--- src/sv/spqd_pkg.sv ---
// ----------------------------------------------------------------------------
// spqd_pkg
// Shared types and codes of the sorted priority queue with duplicate-key
// rejection: the entry record, result status codes and cell control bundle.
// ----------------------------------------------------------------------------
package spqd_pkg;

	localparam int KEY_W  = 32;
	localparam int PRIO_W = 9;
	localparam int TAG_W  = 16;
	localparam int OCC_W  = 7;
	localparam int STAT_W = 3;

	typedef struct packed {
		logic [TAG_W-1:0]  payload;
		logic [PRIO_W-1:0] prio;
		logic [KEY_W-1:0]  key;
	} entry_t;

	typedef enum logic [STAT_W-1:0] {
		STAT_ENQ   = 3'd0,
		STAT_DUP   = 3'd1,
		STAT_DEQ   = 3'd2,
		STAT_EMPTY = 3'd3,
		STAT_FULL  = 3'd4
	} status_t;

	// Broadcast from the controller to every cell of the chain.
	typedef struct packed {
		logic   cmp_en;
		logic   ins_en;
		logic   deq_en;
		entry_t item;
	} cell_ctrl_t;

endpackage

--- src/sv/spqd_cell.sv ---
// ----------------------------------------------------------------------------
// spqd_cell
// One slot of the sorted chain. It compares its entry against the broadcast
// item and, on a commit, keeps its entry, takes the new item, or takes the
// entry of its left or right neighbor.
// ----------------------------------------------------------------------------
module spqd_cell (
	input  logic                clk,
	input  logic                arst_n,
	input  spqd_pkg::cell_ctrl_t ctrl,
	input  logic                valid,
	input  logic                left_ge,
	input  spqd_pkg::entry_t    left_entry,
	input  spqd_pkg::entry_t    right_entry,
	output spqd_pkg::entry_t    entry,
	output logic                ge,
	output logic                match
);

	spqd_pkg::entry_t entry_q;
	logic             ge_q;
	logic             match_q;

	always_ff @(posedge clk or negedge arst_n) begin
		if (!arst_n) begin
			ge_q    <= 1'b0;
			match_q <= 1'b0;
		end else if (ctrl.cmp_en) begin
			ge_q    <= valid && (entry_q.prio >= ctrl.item.prio);
			match_q <= valid && (entry_q.key == ctrl.item.key);
		end
	end

	// The ge flags form a prefix of the chain, so the first cell without the
	// flag is the insertion point and every cell after it shifts right.
	always_ff @(posedge clk) begin
		if (ctrl.deq_en) begin
			entry_q <= right_entry;
		end else if (ctrl.ins_en && !ge_q) begin
			if (left_ge) begin
				entry_q <= ctrl.item;
			end else begin
				entry_q <= left_entry;
			end
		end
	end

	assign entry = entry_q;
	assign ge    = ge_q;
	assign match = match_q;

endmodule

--- config.mk ---
export PLATFORM = sky130hd
export DESIGN_NAME = spqd_cell
export DESIGN_NICKNAME = d
export VERILOG_FILES = /design/src/sv/spqd_pkg.sv /design/src/sv/spqd_cell.sv
export SDC_FILE = /design/constraint.sdc
export NUM_CORES = 1
export LEC_CHECK = 0
export BUFFER_PORTS_ARGS = -buffer_cell sky130_fd_sc_hd__buf_2
export CORE_MARGIN = 5
export CORE_UTILIZATION = 25
export DETAILED_ROUTE_END_ITERATION = 16
export GPL_TIMING_DRIVEN = 0
export HOLD_SLACK_MARGIN = 0.02
export SLEW_MARGIN = 20
export SYNTH_ARGS = -nofsm -noshare
export SYNTH_HDL_FRONTEND = slang
export SYNTH_SLANG_ARGS = --single-unit
--- constraint.sdc ---
create_clock -name clk -period 3.89 [get_ports clk]
set_clock_uncertainty 0.05 [all_clocks]
set_input_delay 0.5835 -clock clk [delete_from_list [all_inputs] [get_ports clk]]
set_output_delay 0.5835 -clock clk [all_outputs]
set_load 0.02 [all_outputs]
==> results of run 1 <==
-- metal layers --
metal  GRT usage, %  part of all wire [%]  vias to the layer above
met5              0                  0.15                        -
met4           5.56                   1.2                        4
met3           2.53                   6.2                       15
met2           25.9                    52                      132
met1           18.1                    41                     1611
li1               -                     -                     1676
-- worst paths after layout --
path | startpoint | end
min | ctrl[59] | match$_DFFE_PN0P_
min in group asynchronous | arst_n | match$_DFFE_PN0P_
max reg2reg | entry[10]$_DFFE_PP_ | match$_DFFE_PN0P_
max | ctrl[57] | entry[21]$_DFFE_PP_
min reg2reg | match$_DFFE_PN0P_ | match$_DFFE_PN0P_
max in group asynchronous | arst_n | ge$_DFFE_PN0P_
-- synthesized netlist by cell type --
master	instances	share of area (%)
a211oi_1	1	0.21
a21o_1	5	1.1
a21oi_1	1	0.14
buf_2	6	0.85
clkbuf_1	14	1.5
dfrtp_1	2	1.4
edfxtp_1	57	48
ha_1	9	3.2
inv_1	11	1.2
mux2i_1	57	16
nand2_1	58	6.2
nand2b_1	1	0.18
nand3_1	1	0.14
nand4_1	2	0.35
nand4_4	1	0.60
nor2_1	1	0.11
nor3_1	1	0.14
nor4_1	6	1.1
o21ai_0	51	7.2
o21ai_1	6	0.85
o21bai_1	1	0.21
o22ai_1	1	0.18
o22ai_2	1	0.35
or3_1	1	0.18
or4_1	1	0.21
xnor2_1	4	0.99
xor2_1	28	6.9
-- logic make-up after synthesis --
logic type | after synthesis | share of synthesized area (%)
buffers and inverters | 31 | 3.51
XOR/XNOR | 32 | 7.93
multiplexers | 57 | 16.1
AND/OR/NAND/NOR | 73 | 9.14
adder cells (fa/ha/maj) | 9 | 3.19
flip-flops | 59 | 49.9
AO/OA/AOI/OAI | 67 | 10.2
-- power by group --
part           internal [mW]  switching (mW)
Sequential             0.784          0.0357
Clock                  0.555           0.285
Combinational          0.198           0.279
Total                   1.54           0.599
-- through the flow --
| step | TNS, ns | setup WS, ns | cells |
|---|---|---|---|
| 2_1_floorplan | 0 | 0.906 | 328 |
| 3_3_place_gp | -17.32 | -0.309 | 742 |
| 3_5_place_dp | 0 | 0.975 | 743 |
| 4_1_cts | 0 | 1.32 | 760 |
| 5_1_grt | 0 | 1.21 | 760 |
| 6_report | 0 | 1.40 | 761 |
-- registers in the layout, indices dropped and copies added, names as in the netlist --
| name | cells |
|---|---|
| match | 1 |
| ge | 1 |
| entry | 57 |
-- layout by cell type (no fill, tap or decap), types with 2 or more instances in the layout --
cell type,n
nand2_1,58
o21ai_0,51
a21o_1,4
nor4_1,6
ha_1,9
xnor2_1,4
mux2i_1,57
o21ai_1,6
clkinv_1,2
xor2_1,28
edfxtp_1,57
buf_2,240
dfrtp_1,2
inv_1,11
nand4_1,2
bufinv_16,2
clkbuf_16,9
clkbuf_1,15
-- cell type report --
cell class	count	area, µm²	share of cell area (%)
antenna	1	2.50	0.0474
buffer	20	82.6	1.56
sequential	59	1760	33.4
tap	180	225	4.27
inverter	11	41.3	0.782
clock inverter	6	80.1	1.52
clock buffer	10	229	4.34
multi-input combinational	238	1660	31.4
timing repair buffer	236	1200	22.8
-- worst max-delay path, stage by stage --
cell and delay, ns:
clkbuf_1 0.23, clkbuf_1 0.44, clkbuf_1 0.51, a21o_4 0.39
buf_12 0.26
==> metrics.txt, run 1 <==
crit path kind=in2reg; Finish-stage setup viols=0; CP Launch Type=input port; Finished Core Util=38.0%; Crit. End Element=flop; post-CTS setup buffers=0; DP HPWL=10.3 mm; Clock Latency Late Sink=0.32 ns; placed cell area=4960 µm²; #FFs+latches synth=59; post-detailed-route wirelength per cell=16.8 µm; layout cells sized above 1=44.3%; root buffer cell=clkbuf_16; post-CTS resize count=0; DRC=0; drt pass-1 iters=4; Design Area, Final=5280 µm²; total power draw=2.14 mW; Synth Cell Area=3530 µm²; antenna violations before repair=2; die area=16600 µm²; hold path cells=2; post-synthesis area per instance=10.8 µm²; Final Critical Period=2.49 ns; Post-Syn Nets=515; Row Count=43; CTS Sinks=59; drt total wl=12.8 mm; GRT Util Overall=14.8%; Slew @ Worst Pin=0.792 ns; initial DRC count=91; Synth Warn #=0; Post-CTS Hold Fix Bufs=1; fmax=0.402 GHz; critical path arrival=2.45 ns; LEAKAGE=2.59 nW; Final nets=762; Inserted Clock Buffers=9; Core Box Area=13900 µm²; Die Ht=129 µm; Antenna Nets Post-Route=0; status=completed; Max clock buf depth=2; # IOs=237; reg2reg path depth=5; RePlAce Congestion=0.843; pin count of the biggest net entering global routing=33; crit-path max FO=32; Area Growth Syn to Fin=49.4%; die width=129 µm; power density cells=405 nW/µm²; Via Count=3438; CTS tree=yes; fill count=1446; maxcap violations=0; Min Hold Slack=0.457 ns; share of the clock period used by the worst path=63.9%; reg2reg setup slack=1.55 ns; vias in the first global route=3699; Seq/Total Area, Yosys=49.9%; Clock Pin Slew Worst Setup and Hold Paths=0.05 ns; relative slew slack=46.7%; VDD IR-drop max=0.161 mV; Buffers on Ports=234; Starting Density=25.5%; Avg Vias per Cell=4.52; Slew Limit Fails=0; Syn Inst Count=328; Distinct cells, synth=27; final hold viol count=0; GR Overflow Total=0; unrepaired setup endpoints after global routing=no; worst endpoint required time=3.85 ns; H-tree levels=3; first-pass GRT wire length=18.9 mm; HP Class=in2reg
No activity file was read; power rests on OpenSTA's default activity.
==> run 2: changes to the inputs <==
Settings changed: ABC_AREA from default to 1.
Clock period 3.89 ns to 2.3 ns, I/O delays scaled along.
==> run 2 against run 1 <==
Sequential share of layout area down 1.5 points. Sequential cell count unchanged. Combinational power is 82% higher. Critical path depth shrank 3. Highest routed layer unchanged. Cell count increased by 23%. Via count increased by 21%. Critical endpoint is now entry[4]$_DFFE_PP_.
==> metrics.txt, run 2 <==
DRC=0; fmax=0.607 GHz; LEAKAGE=2.79 nW; vias in the first global route=4157; EDFF count, synth=57; ranking of synthesized cells by area=edfxtp_1 (45%), a21oi_1 (16%), nand2_1 (12%), nor2_1 (7.3%), inv_1 (5.0%); total power draw=3.45 mW; relative slew slack=50.4%; Distinct cells, synth=23; Slew Limit Fails=0; reg2reg setup slack=0.65 ns; CTS tree=yes; Inserted Clock Buffers=9; Setup WS pre-CTS=0.399 ns; Antenna Nets Post-Route=0; Finished Core Util=36.8%; unrepaired setup endpoints after global routing=no; Core Box Area=15000 µm²; Async SR Flop Fraction=3.39%; HP Class=in2reg; final hold viol count=0; Syn Inst Count=492; Synth Cell Area=3790 µm²; root buffer cell=clkbuf_16; Row Count=45; Min Hold Slack=0.223 ns; pin count of the biggest net entering global routing=23; Clock Latency Late Sink=0.34 ns; crit-path max FO=21; most numerous cell in the Yosys netlist=nand2_1; initial DRC count=136; Via Count=4143; worst endpoint required time=2.29 ns; die width=133 µm; dominant synthesized flop cell=edfxtp_1; post-CTS resize count=0; GRT Util Overall=15.7%; Final Critical Period=1.65 ns; most common cell after layout, fill and taps aside=buf_2; met2 wire length=6.73 mm; WL met1=5.72 mm; Synth Warn #=0; Inserted Diodes=0; maxcap violations=0; routed wire length on met3=1.50 mm; RePlAce Congestion=0.766; max reg flops=57; dominant cell type by area after synthesis=edfxtp_1; Seq/Total Area, Yosys=46.5%; # IOs=237; uppermost routed layer=met5; drt pass-1 iters=4; H-tree levels=3; Max clock buf depth=2; Starting Density=25.2%; post-synthesis area per instance=7.70 µm²; Buffers on Ports=236; status=completed; Finish-stage setup viols=0; most frequent cells in the layout=buf_2 (245), nand2_1 (123), a21oi_1 (118); top post-synthesis cells by count=nand2_1 (123), a21oi_1 (118), nor2_1 (74), edfxtp_1 (57), inv_1 (50); crit path kind=reg2reg; power density cells=624 nW/µm²; Crit. End Element=flop; drt total wl=14.2 mm; CP Launch Type=flop; layout cells sized above 1=37.2%; GR Overflow Total=0; die area=17700 µm²; antenna violations before repair=4; Synth top area share=45.2%; setup ws final=0.652 ns; Post-Syn Nets=679; setup TNS=0 ns; CTS Sinks=59; Slew @ Worst Pin=0.741 ns; DP HPWL=11.3 mm; first-pass GRT wire length=21.4 mm; Final nets=929; post-detailed-route wirelength per cell=15.1 µm; #FFs+latches synth=59; Clock Pin Slew Worst Setup and Hold Paths=0.05 ns; VDD IR-drop max=0.342 mV; critical path arrival=1.64 ns; Die Ht=133 µm; Avg Vias per Cell=4.43; fill count=1645; Area Growth Syn to Fin=46.1%; share of the clock period used by the worst path=71.6%
run 2: cell count changes in the layout (fill, tap and decap cells not counted), moves of 6 or more:
| cell | change |
|---|---|
| a21oi_1 | +117 |
| buf_4 | +11 |
| clkbuf_1 | -11 |
| inv_1 | +39 |
| mux2i_1 | -57 |
| nand2_1 | +65 |
| nor2_1 | +73 |
| nor4_1 | -6 |
| o21ai_0 | -48 |
| o21ai_1 | -6 |
| xor2_1 | -27 |
run 2: area by class of cell:
type / instances / area, µm² / area share (%)
buffer: 24 / 165 / 2.99
clock buffer: 12 / 236 / 4.27
clock inverter: 4 / 17.5 / 0.317
inverter: 52 / 195 / 3.53
multi-input combinational: 357 / 1680 / 30.3
sequential: 59 / 1760 / 31.8
tap: 188 / 235 / 4.25
timing repair buffer: 239 / 1250 / 22.5
run 2: critical path, cell delays in order, from the launching register on:
cell	delay (ns)
dfrtp_1	0.42
o21ai_4	0.62
buf_16	0.25
run 2: cell families after synthesis:
group / share of synthesized area [%]
simple gates: 22.3
xor+xnor: 2.31
fa+ha+maj: 2.97
compound gates: 16.3
flops: 46.5
buf+inv: 9.52
run 2: timing repair:
item / in CTS / in global routing
setup buffers: 0 / 0
hold buffers: 1 / 0
hold endpoints to repair: 2 / 0
run 2: report_power, final:
part	internal (mW)	switching, mW
combinational	0.357	0.511
clock	0.718	0.487
sequential	1.32	0.0582
run 2: per-stage QoR:
step | cells | cell area (µm²)
after floorplan | 492 | 3800
after global placement | 916 | 5210
after detailed placement | 918 | 5270
after CTS | 935 | 5530
after global routing | 935 | 5530
final | 935 | 5530
run 2: final timing paths:
path,cells after the start,start,end
setup / recovery,2,ge$_DFFE_PN0P_,entry[4]$_DFFE_PP_
hold / removal,4,ctrl[59],match$_DFFE_PN0P_
setup reg to reg,2,ge$_DFFE_PN0P_,entry[4]$_DFFE_PP_
hold reg to reg,2,match$_DFFE_PN0P_,match$_DFFE_PN0P_
max in group asynchronous,2,arst_n,ge$_DFFE_PN0P_
min in group asynchronous,2,arst_n,match$_DFFE_PN0P_
run 2: layer usage:
layer	vias to the layer above	track usage, %
li1	2121	-
met1	1827	17.4
met2	168	26.9
met3	19	7.38
met4	8	4.27
met5	-	0
